### src/hdl/cws_pkg.sv
// cws_pkg: shared types and constants for the command word substituter
// no dependencies; imported by cws_store, cws_walk and command_word_substituter
package cws_pkg;

	localparam int ENTRIES_DEF   = 32;
	localparam int NUM_BANKS_DEF = 8;

	localparam logic [7:0] END_LIST_OP = 8'hB8;

	localparam logic OP_LOAD = 1'b0;
	localparam logic OP_CMD  = 1'b1;

	localparam logic REG_TABLE_SELECT = 1'b0;
	localparam logic REG_END_MODE     = 1'b1;

	localparam int WORD_W  = 64;
	localparam int MATCH_W = 6;
	localparam int TOTAL_W = 32;
	localparam int SEL_W   = 3;
	localparam int ENTRY_W = 5;

	localparam logic [MATCH_W-1:0] MATCH_MAX = '1;

	typedef struct packed {
		logic [WORD_W-1:0] word;
		logic              is_last;
	} cws_req_t;

	typedef struct packed {
		logic               valid;
		logic [WORD_W-1:0]  word;
		logic [MATCH_W-1:0] match_cnt;
		logic [TOTAL_W-1:0] total;
		logic               last;
	} cws_result_t;

endpackage

### src/hdl/cws_walk.sv
// cws_walk: sequencer that walks one bank entry per cycle through a shared compare unit
// depends on cws_pkg; reads pairs from cws_store
module cws_walk #(
	parameter int ENTRIES   = cws_pkg::ENTRIES_DEF,
	parameter int NUM_BANKS = cws_pkg::NUM_BANKS_DEF,
	parameter int AW        = (ENTRIES * NUM_BANKS > 1) ? $clog2(ENTRIES * NUM_BANKS) : 1
) (
	input  logic                        clk,
	input  logic                        arst_n,
	input  logic                        start,
	input  cws_pkg::cws_req_t           req,
	input  logic [cws_pkg::SEL_W-1:0]   table_select,
	input  logic                        end_mode,
	output logic                        idle,
	output logic [AW-1:0]               rd_addr,
	input  logic [cws_pkg::WORD_W-1:0]  rd_search,
	input  logic [cws_pkg::WORD_W-1:0]  rd_replace,
	input  logic                        out_free,
	output cws_pkg::cws_result_t        result
);
	import cws_pkg::*;

	localparam int EW = (ENTRIES > 1) ? $clog2(ENTRIES) : 1;

	typedef enum logic [1:0] {ST_IDLE, ST_WALK, ST_DONE} state_t;

	state_t             state_q;
	logic [WORD_W-1:0]  word_q;
	logic [MATCH_W-1:0] matches_q;
	logic [TOTAL_W-1:0] total_q;
	logic               last_q;
	logic [EW-1:0]      e_q;
	logic [AW-1:0]      addr_q;

	logic          is_term;
	logic          last_in;
	logic          bank_ok;
	logic [AW-1:0] base;
	logic          hit;
	logic          stop;
	logic          last_entry;

	assign is_term    = end_mode && (req.word[WORD_W-1 -: 8] == END_LIST_OP);
	assign last_in    = end_mode ? is_term : req.is_last;
	assign bank_ok    = 32'(table_select) < NUM_BANKS;
	assign base       = AW'(32'(table_select) * ENTRIES);
	assign rd_addr    = (state_q == ST_IDLE) ? base : addr_q + AW'(1);
	assign hit        = rd_search == word_q;
	assign stop       = rd_search[WORD_W-1:WORD_W/2] == '0;
	assign last_entry = e_q == EW'(ENTRIES - 1);
	assign idle       = state_q == ST_IDLE;

	always_ff @(posedge clk or negedge arst_n) begin
		if (!arst_n) begin
			state_q   <= ST_IDLE;
			word_q    <= '0;
			matches_q <= '0;
			total_q   <= '0;
			last_q    <= 1'b0;
			e_q       <= '0;
			addr_q    <= '0;
		end else begin
			case (state_q)
				ST_IDLE: begin
					if (start) begin
						word_q    <= req.word;
						last_q    <= last_in;
						matches_q <= '0;
						e_q       <= '0;
						addr_q    <= rd_addr;
						state_q   <= (is_term || !bank_ok) ? ST_DONE : ST_WALK;
					end
				end
				ST_WALK: begin
					if (stop) begin
						state_q <= ST_DONE;
					end else begin
						if (hit) begin
							word_q  <= rd_replace;
							total_q <= total_q + TOTAL_W'(1);
							if (matches_q != MATCH_MAX) begin
								matches_q <= matches_q + MATCH_W'(1);
							end
						end
						if (last_entry) begin
							state_q <= ST_DONE;
						end else begin
							e_q    <= e_q + EW'(1);
							addr_q <= rd_addr;
						end
					end
				end
				ST_DONE: begin
					if (out_free) begin
						state_q <= ST_IDLE;
					end
				end
				default: begin
					state_q <= ST_IDLE;
				end
			endcase
		end
	end

	always_comb begin
		result.valid     = state_q == ST_DONE;
		result.word      = word_q;
		result.match_cnt = matches_q;
		result.total     = total_q;
		result.last      = last_q;
	end

`ifndef NO_ASSERTIONS
	a_start_idle: assert property (@(posedge clk) disable iff (!arst_n)
		start |-> state_q == ST_IDLE)
		else $error("start outside idle");

	a_matches_bounded: assert property (@(posedge clk) disable iff (!arst_n)
		state_q == ST_WALK |-> 32'(matches_q) <= 32'(e_q))
		else $error("more matches than entries compared");

	a_total_step: assert property (@(posedge clk) disable iff (!arst_n)
		(state_q == ST_WALK && !stop && hit) |=> total_q == $past(total_q) + TOTAL_W'(1))
		else $error("running total missed a replacement");

	a_total_hold: assert property (@(posedge clk) disable iff (!arst_n)
		state_q != ST_WALK |=> $stable(total_q))
		else $error("running total changed outside walk");
`endif

endmodule

### config.mk
export PLATFORM = sky130hd
export DESIGN_NAME = cws_walk
export DESIGN_NICKNAME = d
export VERILOG_FILES = /design/src/hdl/cws_pkg.sv /design/src/hdl/cws_walk.sv
export SDC_FILE = /design/constraint.sdc
export NUM_CORES = 1
export LEC_CHECK = 0
export BUFFER_PORTS_ARGS = -buffer_cell sky130_fd_sc_hd__buf_2
export CELL_PAD_IN_SITES_DETAIL_PLACEMENT = 0
export CELL_PAD_IN_SITES_GLOBAL_PLACEMENT = 1
export CORE_UTILIZATION = 33
export CTS_CLUSTER_SIZE = 16
export DETAILED_ROUTE_END_ITERATION = 7
export PLACE_DENSITY_LB_ADDON = 0.1
export SKIP_CTS_REPAIR_TIMING = 1
export SYNTH_ARGS = -nofsm -noshare
export SYNTH_HDL_FRONTEND = slang
export SYNTH_SLANG_ARGS = --single-unit
### constraint.sdc
create_clock -name clk -period 2.6 [get_ports clk]
set_input_delay 0 -clock clk [delete_from_list [all_inputs] [get_ports clk]]
set_output_delay 0 -clock clk [all_outputs]
set_load 0.05 [all_outputs]
# After elaboration in Yosys (flattened, before gate mapping)
# Cells that the tools add are included.
dict set report classes {
  addsub 4
  eq_ne 13
  n_mux 25
  bitwise 1
  n_reduce_logical 10
}
# operator n
set ops {}
lappend ops {{2-to-1 mux 64 bit} 3}
lappend ops {{case mux 64 bit (2 select lines)} 1}
lappend ops {{equality test 64 bit} 1}
lappend ops {{adder 32 x 1 -> 32 bit, second input constant} 1}
lappend ops {{logical NOT 32 bit} 1}
lappend ops {{2-to-1 mux 8 bit} 4}
lappend ops {{2-to-1 mux 6 bit} 4}
lappend ops {{case mux 8 bit (2 select lines)} 1}
lappend ops {{2-to-1 mux 5 bit} 3}
lappend ops {{!= test 2 bit, second input constant} 6}
lappend ops {{case mux 6 bit (2 select lines)} 1}
lappend ops {{2-to-1 mux 2 bit} 5}
lappend ops {{case mux 5 bit (2 select lines)} 1}
lappend ops {{adder 8 x 1 -> 8 bit, second input constant} 1}
lappend ops {{equality test 8 bit, second input constant} 1}
lappend ops {{AND reduction 4 bit} 2}
lappend ops {{adder 6 x 1 -> 6 bit, second input constant} 1}
lappend ops {{!= test 6 bit, second input constant} 1}
lappend ops {{case mux 2 bit (3 select lines)} 1}
lappend ops {{AND reduction 3 bit} 2}
lappend ops {{adder 5 x 1 -> 5 bit, second input constant} 1}
lappend ops {{equality test 5 bit, second input constant} 1}
lappend ops {{AND reduction 5 bit} 1}
lappend ops {{!= test 3 bit, second input constant} 1}
lappend ops {{8 further kinds} 8}
dict set report totals {
  reg_bits 118
  inputBits 201
  output_inout_bits 113
  elab_cells 60
}

# Depth between registers and ports, before layout
# Gate-level depths: netlist (run 1).
dict set report logic_depth {
  word_depth 5
  mapped_depth 9
  mapped_depth_nobuf 7
}

# Worst setup path before layout (run 1)
# Ideal clock, no wire load.
dict set report synth_timing {
  path_type {register to register}
  startpoint {register addr_q[2]}
  endpoint {register addr_q[5]}
  setup_ns 0.072
  arrival_ns 2.273
  required_time_ns 2.528
  path_slack_ns 0.254
  stages_incl_launch_ff 6
  path_buffers 0
  synth_period_minus_slack_ns 2.346
  path_cell_list {dfrtp_1 -> and3_1 -> nand3_1 -> xor2_1 -> o21ai_0 -> mux2_2}
}
dict set report synth_via {
  elab_chain_cells 5
  word_cells_on_any_way 6
  classes_between {1 x add/sub; 5 x mux}
}
# element line_no
set synth_rtl {}
lappend synth_rtl {{start: declaration} cws_walk.sv:33} ;# logic [AW-1:0] addr_q;
lappend synth_rtl {{start signal: assignment} cws_walk.sv:70} ;# addr_q <= rd_addr;
lappend synth_rtl {{start signal: assignment} cws_walk.sv:89} ;# addr_q <= rd_addr;
lappend synth_rtl {{adder 8 x 1 -> 8 bit *} cws_walk.sv:47} ;# assign rd_addr = (state_q == ST_IDLE) ? base : addr_q + AW'(1);
lappend synth_rtl {{2-to-1 mux 8 bit *} cws_walk.sv:47}
lappend synth_rtl {{via rd_addr[5]} cws_walk.sv:15} ;# output logic [AW-1:0] rd_addr,
lappend synth_rtl {{2-to-1 mux 8 bit} cws_walk.sv:85} ;# if (last_entry) begin
lappend synth_rtl {{2-to-1 mux 8 bit} cws_walk.sv:75} ;# if (stop) begin
lappend synth_rtl {{case mux 8 bit (2 select lines) *} cws_walk.sv:63} ;# case (state_q)
# The timed path passes the listed nets; every way through them passes the cells marked *. The select of a mux whose other input is x is not followed.
# A chain may end at the register's enable or synchronous reset.

# Final worst setup path (run 1)
dict set report layout_timing {
  startpoint {register word_q[0]}
  endpoint {register total_q[22]}
}
dict set report layout_via {
  elab_chain_cells 2
}
# element line_no
set layout_rtl {}
lappend layout_rtl {{start: declaration} cws_walk.sv:28} ;# logic [WORD_W-1:0] word_q;
lappend layout_rtl {{start signal: assignment} cws_walk.sv:66} ;# word_q <= req.word;
lappend layout_rtl {{start signal: assignment} cws_walk.sv:79} ;# word_q <= rd_replace;
lappend layout_rtl {{equality test 64 bit} cws_walk.sv:48} ;# assign hit = rd_search == word_q;
lappend layout_rtl {{AND reduction 3 bit (no source line)} n/a}
lappend layout_rtl {{end signal: assignment} cws_walk.sv:80} ;# total_q <= total_q + TOTAL_W'(1);
lappend layout_rtl {{end: declaration} cws_walk.sv:30} ;# logic [TOTAL_W-1:0] total_q;
# Every way passes these cells.

==> results.yml, run 1 <==
run_status:
  outcome: "finished with violations"
  violations: "negative hold slack"
floorplan:
  die_w_microns: 140.0
  die_h_microns: 140.0
  dieArea_sq_um: 19610
  num_rows: 50
  start_util: 0.3362
  core_area_sq_um: 18710
  pin_count: 314
critical_path:
  cp-start-kind: "flip-flop"
  r2r_start: "word_q[0]"
  worstPathCellList: "xnor2_1 -> nand4_1 -> nor4_4 -> nand4_1 -> buf_4 -> nor4b_2 -> buf_4 -> nand4_1 -> xnor2_1"
  crit_family: "simple AND/OR/NAND/NOR gates"
  cp.arrival_ps: 2790
  crit_top_cell: "nand4_1"
  crit_path_max_fanout: 11
  critPathMaxStageDelay_ps: 430
  worst_r2r_path_depth: 9
  reg2reg_to: "total_q[22]"
  cp_num_buf_inv: 2
  crit_path_end_kind: "flip-flop"
  r2r_slack_ps: 110
  critPathKind: "reg2reg"
  cp_slowest_cell: "dfrtp_1"
  required_ps: 2900
synthesis:
  yosysWarnings: 0
  synth.net_count: 911
  yosysMostFrequentCell: "nand2_1"
  synthTopCellsByArea: "dfrtp_1, xnor2_1, nand2_1"
  synth-adder-area-share: 0.009948
  yosys.area.top_type_share: 0.4696
  synthMuxAreaShare: 0.01413
  ys_seq_area_frac: 0.4696
  ys_ff_latch: 118
  synth-xor-area-share: 0.1448
  syn_inst: 705
  ys.flop_type: "dfrtp_1"
  async_flop_share: 1.000
  avgSynthCellArea_sq_um: 8.920
  yosysUniqueCellTypes: 37
  yosysTopAreaCell: "dfrtp_1"
  synthTopCellsByCount: "nand2_1, dfrtp_1, xnor2_1, nor2_1, a31oi_1"
  synth_compound_area_frac: 0.08854
  synth_area_sq_um: 6289
  synth-edff-count: 0
  yosys.area_share.simple: 0.2431
  synth_top_family_by_area: "simple AND/OR/NAND/NOR gates"
finish:
  fin_nets: 1364
  design_area_sq_um: 10220
  drive_gt1_frac: 0.3291
  fill_cells: 1792
  multi_input_area_sq_um: 3199
  seqCellArea_sq_um: 2953
  instances_no_fill: 1405
  final_util: 0.5462
  syn2layout_area_growth_pct: 62.45
detailed_routing:
  dr_wl_met2_microns: 11900
  drc: 0
  dr_wl_met3_microns: 1558
  met1Wirelength_microns: 11560
  vias: 6904
  firstDrtPassIters: 5
  highest_layer: "met5"
  drt_wl_total_microns: 25590
  wl_per_cell_microns: 18.21
  antenna_left: 0
  viasPerCell: 4.914
  drtIter0Drc: 405
clocking:
  cts_inserted_buffers: 17
  cts_tree: "done"
  cts.path.max_buffers: 2
  numClockSinks: 118
  cts.clk_slew.worst_paths_ps: 60
  h-tree-depth: 4
  clock_latency_ps: 420
  cts_root_buffer: "clkbuf_16"
worst_hold_path:
  min_to: "addr_q[5]"
  hp-class: "in2reg"
  hp-start: "table_select[0]"
  min_path_cells: 4
placed_design:
  gp_congestion: 0.8272
  placed_cell_area_sq_um: 8270
  place_inst: 1238
  place_worst_setup_slack_ps: -133.9
  port_buffers: 313
  dp_hpwl_microns: 18650
global_routing:
  grt_max_degree: 73
  grt.total_usage: 0.2522
  grt_pass1_wl_microns: 37230
  antenna_found_initial: 2
  grt_pass1_vias: 6214
  grt_overflow: 0
sta:
  worst_pin_slew_ps: 660.4
  slew_violations: 0
  holdWs_ps: -36.07
  finClkSkew_ps: 10.49
  period_share: 0.9560
  setup_viol: 0
  fmax_mhz: 402.3
  slew_headroom: 0.5598
  worst_slack_ps: 114.3
  finalCriticalPeriod_ps: 2486
  finalHoldViolations: 2
  tns_ps: 0
  rsz0062_at_grt: "no"
power:
  vdd_drop_max_mv: 0.9527
  power_density_nw_per_um2: 1120
  p_leak_nw: 4.876
flow_run:
  max-cap-violations: 0
## power breakdown
group          total, W  switching (W)  internal (W)
registers       0.00306       0.000632       0.00243
clock network   0.00227       0.000867       0.00140
logic           0.00610        0.00423       0.00187
total            0.0114        0.00573       0.00571
## cells in the final DEF (no fill, tap or decap), types with 25 or more instances in the layout
cell type,n
dlygate4sd3_1,135
nand4_1,34
nand3_1,25
a31oi_1,64
xnor2_1,94
nand2_1,155
buf_2,312
nor2_1,79
dfrtp_1,118
## registers in the layout (all words and copies together) (netlist names)
name,cells
state_q,2
matches_q,6
addr_q,8
total_q,32
last_q,1
word_q,64
e_q,5
## cells by family after synthesis
kind of cell | count (synthesis)
compound gates | 88
xor+xnor | 104
fa+ha+maj | 5
buf+inv | 42
flops | 118
mux | 8
simple gates | 340
## tightest hold or removal path, cell delays in order
cell,delay (ps)
buf_2,80
nand2_1,40
o21ai_0,80
mux2_2,150
## metrics by stage
| step | hold WS (ps) | power, W |
|---|---|---|
| floorplan | -295.6 | 0.007075 |
| global placement | 69.92 | 0.009019 |
| detailed placement | 69.52 | 0.009023 |
| CTS | -370.5 | 0.01131 |
| global route | 1.654 | 0.01208 |
| finish | -36.07 | 0.01144 |
## routing by layer
layer	vias up	global-route usage
li1	3337	-
met1	3283	0.3394
met2	245	0.3945
met3	37	0.06769
met4	2	0.07866
met5	-	0
## worst max path at each step
stage | from | endpoint | cells after the start
finish | word_q[0] | total_q[22] | 9
floorplan | addr_q[2] | addr_q[5] | 5
global placement | word_q[47] | word_q[9] | 10
detailed placement | word_q[43] | total_q[22] | 9
CTS | word_q[43] | total_q[22] | 9
global route | word_q[47] | word_q[9] | 10
## layout make-up
cell class	count	share of cell area
Multi-Input combinational cell	545	0.3132
Clock buffer	23	0.04777
Inverter	3	0.001102
Sequential cell	118	0.2890
Antenna cell	1	0.0002449
Clock inverter	8	0.007226
Tap cell	234	0.02866
Timing Repair Buffer	473	0.3128
Power figures use the tool's default switching activity.
==> inputs of run 2 (changes only) <==
==> constraint.sdc (replaced) <==
create_clock -name clk -period 2.75 [get_ports clk]
set_input_delay 0 -clock clk [delete_from_list [all_inputs] [get_ports clk]]
set_output_delay 0 -clock clk [all_outputs]
set_load 0.05 [all_outputs]
==> results.yml, run 2 (synthesis gave the netlist of run 1 again) <==
run_status:
  outcome: "finished with violations"
  violations: "negative hold slack"
worst_hold_path:
  min_path_cells: 4
  hp-class: "in2reg"
power:
  p_leak_nw: 4.799
  power_density_nw_per_um2: 1066
  vdd_drop_max_mv: 0.9026
critical_path:
  crit_path_end_kind: "flip-flop"
  cp_num_buf_inv: 2
  crit_path_max_fanout: 11
  cp-start-kind: "flip-flop"
  critPathMaxStageDelay_ps: 450
  cp_num_cells: 9
  critPathKind: "reg2reg"
  worstPathCellList: "xnor2_1 -> nand4_1 -> nor4_1 -> nand4_1 -> buf_4 -> nor4b_2 -> buf_4 -> nand4_1 -> xnor2_1"
  worst_r2r_path_depth: 9
  required_ps: 3050
  cp.arrival_ps: 2910
  cp_slowest_cell: "nor4_1"
  crit_family: "simple AND/OR/NAND/NOR gates"
  crit_top_cell: "nand4_1"
detailed_routing:
  antenna_left: 0
  drt_wl_total_microns: 24950
  dr_wl_met2_microns: 11960
  firstDrtPassIters: 4
  dr_wl_met3_microns: 1370
  met1Wirelength_microns: 11190
  highest_layer: "met4"
  viasPerCell: 4.910
  drtIter0Drc: 319
  vias: 6869
  drc: 0
  wl_per_cell_microns: 17.83
finish:
  final_util: 0.5411
  seqCellArea_sq_um: 2953
  fin_nets: 1354
  regMostFlops: "word_q"
  syn2layout_area_growth_pct: 60.96
  mostFrequentLayoutCell: "buf_2"
  multi_input_area_sq_um: 3169
  fill_cells: 1825
  layout_common_cells: "buf_2, nand2_1, dlygate4sd3_1"
  drive_gt1_frac: 0.3221
  top_regs: "word_q: 64 flops, total_q: 32 flops, addr_q: 8 flops"
  largest_reg_flops: 64
  instances_no_fill: 1399
clocking:
  cts.path.max_buffers: 2
  cts_inserted_buffers: 17
  clock_latency_ps: 420
  h-tree-depth: 4
  cts_root_buffer: "clkbuf_16"
  cts.clk_slew.worst_paths_ps: 60
  numClockSinks: 118
  cts_tree: "done"
sta:
  slew_violations: 0
  slew_headroom: 0.5223
  tns_ps: 0
  setup_viol: 0
  fmax_mhz: 383.6
  finClkSkew_ps: 8.103
  rsz0062_at_grt: "no"
  finalHoldViolations: 1
  finalCriticalPeriod_ps: 2607
  worst_pin_slew_ps: 716.6
  period_share: 0.9479
  holdWs_ps: -16.95
floorplan:
  core_area_sq_um: 18710
  start_util: 0.3362
  num_rows: 50
  die_h_microns: 140.0
  dieArea_sq_um: 19610
  pin_count: 314
  die_w_microns: 140.0
global_routing:
  grt_pass1_wl_microns: 36130
  grt_max_degree: 119
  grt_overflow: 0
  antenna_found_initial: 4
  grt.total_usage: 0.2446
  grt_pass1_vias: 6138
placed_design:
  port_buffers: 313
  dp_hpwl_microns: 18150
  gp_congestion: 0.8115
  place_inst: 1227
flow_run:
  max-cap-violations: 0
## run 2: changes by cell type in the layout (fill, tap and decap cells not counted), moves of 3 or more
cell,change
inv_6,+3
buf_12,-4
diode_2,+3
clkbuf_8,-3
buf_4,-7
## run 2: worst paths after layout
check / start / end / slack [ps]
worst min register to register: total_q[31] / total_q[31] / 470
worst max-delay path: word_q[42] / total_q[22] / 140
worst max register to register: word_q[42] / total_q[22] / 140
max in group asynchronous: arst_n / word_q[37] / 1950
min in group asynchronous: arst_n / total_q[11] / 220
worst min-delay path: table_select[1] / addr_q[6] / -20
## run 2: area by class of cell
type	count	area share
multi-input cells	545	0.3131
clock inverters	14	0.01718
repair buffers	463	0.3036
diodes	4	0.0009889
clock buffers	18	0.04339
well taps	234	0.02892
flip-flops and latches	118	0.2917
inverters	3	0.001112
## run 2: report_power, final
part	total, W	internal, W	switching, W
logic	0.00556	0.00164	0.00392
clock network	0.00234	0.00146	0.000880
registers	0.00289	0.00230	0.000590
## run 2: per-stage QoR
step,area (sq um),setup WS [ps],power (W),hold WS [ps]
floorplan,6289,404.4,0.006689,-295.6
detailed placement,8138,90.18,0.008364,164.8
CTS,8751,69.67,0.01074,-282.6
global placement,8138,97.98,0.008343,174.3
global route,10120,7.596,0.01138,4.596
finish,10120,143.2,0.01079,-16.95
## run 2: worst reg2reg max path, stage by stage, from the launching register on
cell and delay [ps]:
dfrtp_1 420, xnor2_1 290, nand4_1 240, nor4_1 450, nand4_1 150, buf_4 190, nor4b_2 260, buf_4 230
nand4_1 130, xnor2_1 140
## run 2: routing by layer
metal  track usage  vias up
li1              -     3326
met1        0.3238     3269
met2        0.3961      239
met3       0.05983       35
met4       0.06998        0
met5             0        -
==> inputs of run 3 (changes only) <==
--- a/config.mk
+++ b/config.mk
@@ -11,6 +11,7 @@
 export CORE_UTILIZATION = 33
 export CTS_CLUSTER_SIZE = 16
 export DETAILED_ROUTE_END_ITERATION = 7
+export HOLD_SLACK_MARGIN = 0.15
 export PLACE_DENSITY_LB_ADDON = 0.1
 export SKIP_CTS_REPAIR_TIMING = 1
 export SYNTH_ARGS = -nofsm -noshare
==> constraint.sdc (replaced) <==
create_clock -name clk -period 2.9 [get_ports clk]
set_input_delay 0 -clock clk [delete_from_list [all_inputs] [get_ports clk]]
set_output_delay 0 -clock clk [all_outputs]
set_load 0.05 [all_outputs]
==> results.yml, run 3 (synthesis gave the netlist of run 1 again) <==
run_status:
  outcome: "complete, no violations"
finish:
  syn2layout_area_growth_pct: 61.70
  largest_reg_flops: 64
  top_regs: "word_q: 64 flops, total_q: 32 flops, addr_q: 8 flops"
  design_area_sq_um: 10170
  fin_nets: 1356
  mostFrequentLayoutCell: "buf_2"
  final_util: 0.5436
  regMostFlops: "word_q"
  layout_common_cells: "buf_2, nand2_1, dlygate4sd3_1"
  drive_gt1_frac: 0.3216
  multi_input_area_sq_um: 3176
  instances_no_fill: 1398
  fill_cells: 1737
  seqCellArea_sq_um: 2953
sta:
  tns_ps: 0
  fmax_mhz: 377.6
  slew_violations: 0
  rsz0062_at_grt: "no"
  worst_pin_slew_ps: 719.2
  setup_viol: 0
  period_share: 0.9133
  finalHoldViolations: 0
  worst_slack_ps: 251.4
  finClkSkew_ps: 9.163
  slew_headroom: 0.5205
  finalCriticalPeriod_ps: 2649
power:
  p_switching_w: 0.005082
  vdd_drop_max_mv: 0.6800
  p_leak_nw: 4.822
  power_density_nw_per_um2: 1011
  intPower_w: 0.005202
  p_sw_frac: 0.4942
  sequentialPowerShare: 0.266
  comb_power_share: 0.517
  clockPowerShare: 0.217
clocking:
  cts.path.max_buffers: 2
  cts_root_buffer: "clkbuf_16"
  cts_inserted_buffers: 17
  clock_latency_ps: 420
  h-tree-depth: 4
  cts.clk_slew.worst_paths_ps: 60
  numClockSinks: 118
  cts_tree: "done"
global_routing:
  grt_pass1_vias: 6014
  grt_overflow: 0
  grt.total_usage: 0.2460
  antenna_found_initial: 2
  grt_max_degree: 49
  grt_pass1_wl_microns: 35930
floorplan:
  core_area_sq_um: 18710
  die_h_microns: 140.0
  num_rows: 50
  pin_count: 314
  die_w_microns: 140.0
  start_util: 0.3362
  dieArea_sq_um: 19610
detailed_routing:
  drc: 0
  antenna_left: 0
  viasPerCell: 4.843
  vias: 6771
  firstDrtPassIters: 4
  wl_per_cell_microns: 17.77
  drt_wl_total_microns: 24840
  drtIter0Drc: 310
critical_path:
  required_ps: 3220
  critPathKind: "reg2reg"
  worstPathCellList: "xnor2_1 -> buf_4 -> nand4_1 -> nor4_1 -> nand4_1 -> o21ai_4 -> buf_12 -> nor2_1 -> a31oi_1"
  cp-start-kind: "flip-flop"
  crit_top_cell: "nand4_1"
  crit_path_end_kind: "flip-flop"
  critPathMaxStageDelay_ps: 400
  cp_slowest_cell: "dfrtp_1"
  cp_num_buf_inv: 2
  crit_family: "simple AND/OR/NAND/NOR gates"
  crit_path_max_fanout: 48
  cp.arrival_ps: 2970
placed_design:
  place_worst_setup_slack_ps: 94.16
  gp_congestion: 0.8260
  place_inst: 1228
  placed_cell_area_sq_um: 8170
  port_buffers: 313
  dp_hpwl_microns: 18260
flow_run:
  max-cap-violations: 0
worst_hold_path:
  hp-class: "in2async"
[run 3: changes by cell type in the layout (fill, tap and decap cells not counted)]
cell and delta:
nor4_1 -1, buf_4 -1, nor4_2 +1, clkinv_2 -1
clkbuf_8 +2, clkinvlp_4 -1, buf_12 +2, clkinv_4 -1
clkbuf_1 +2, inv_6 -1, diode_2 -3, dlygate4sd3_1 +1
[run 3: worst paths after layout]
kind	from	cells past startpoint	slack, ps	end
max	word_q[37]	9	250	word_q[38]
min	arst_n	2	140	total_q[24]
max reg2reg	word_q[37]	9	250	word_q[38]
min reg2reg	total_q[31]	1	470	total_q[31]
max in group asynchronous	arst_n	3	1870	e_q[3]
min in group clk	rd_search[52]	5	260	matches_q[2]
[run 3: layer usage]
metal	vias to the layer above	GRT usage	wire (microns)
met5	-	0	13
met3	20	0.06564	1422
met2	232	0.3989	12110
met1	3188	0.3231	11050
li1	3329	-	-
met4	2	0.06651	247
[run 3: final cells by class]
class / instances / area share
Antenna cell: 1 / 0.0002461
Clock buffer: 22 / 0.04663
Clock inverter: 10 / 0.01415
Inverter: 3 / 0.001107
Multi-Input combinational cell: 545 / 0.3123
Sequential cell: 118 / 0.2904
Tap cell: 234 / 0.02879
Timing Repair Buffer: 465 / 0.3064
[run 3: worst register-to-register path, stage by stage (launching register included)]
cell	delay [ps]
dfrtp_1	400
xnor2_1	310
buf_4	180
nand4_1	140
nor4_1	330
nand4_1	330
o21ai_4	370
buf_12	270
nor2_1	70
a31oi_1	160
[run 3: through the flow]
| step | total power (W) | hold slack [ps] |
|---|---|---|
| finish | 0.01028 | 136.4 |
| CTS | 0.01022 | -393.0 |
| floorplan | 0.006343 | -295.6 |
| global placement | 0.007955 | 60.68 |
| global route | 0.01086 | 178.3 |
| detailed placement | 0.007960 | 59.08 |
[run 3: power by group through the flow]
stage          clock (W)  sequential [W]  combinational (W)
3_5_place_dp           0         0.00278            0.00518
5_1_grt          0.00235         0.00282            0.00569
2_1_floorplan          0         0.00420            0.00215
4_1_cts          0.00227         0.00275            0.00520
3_3_place_gp           0         0.00276            0.00519
6_report         0.00223         0.00274            0.00532
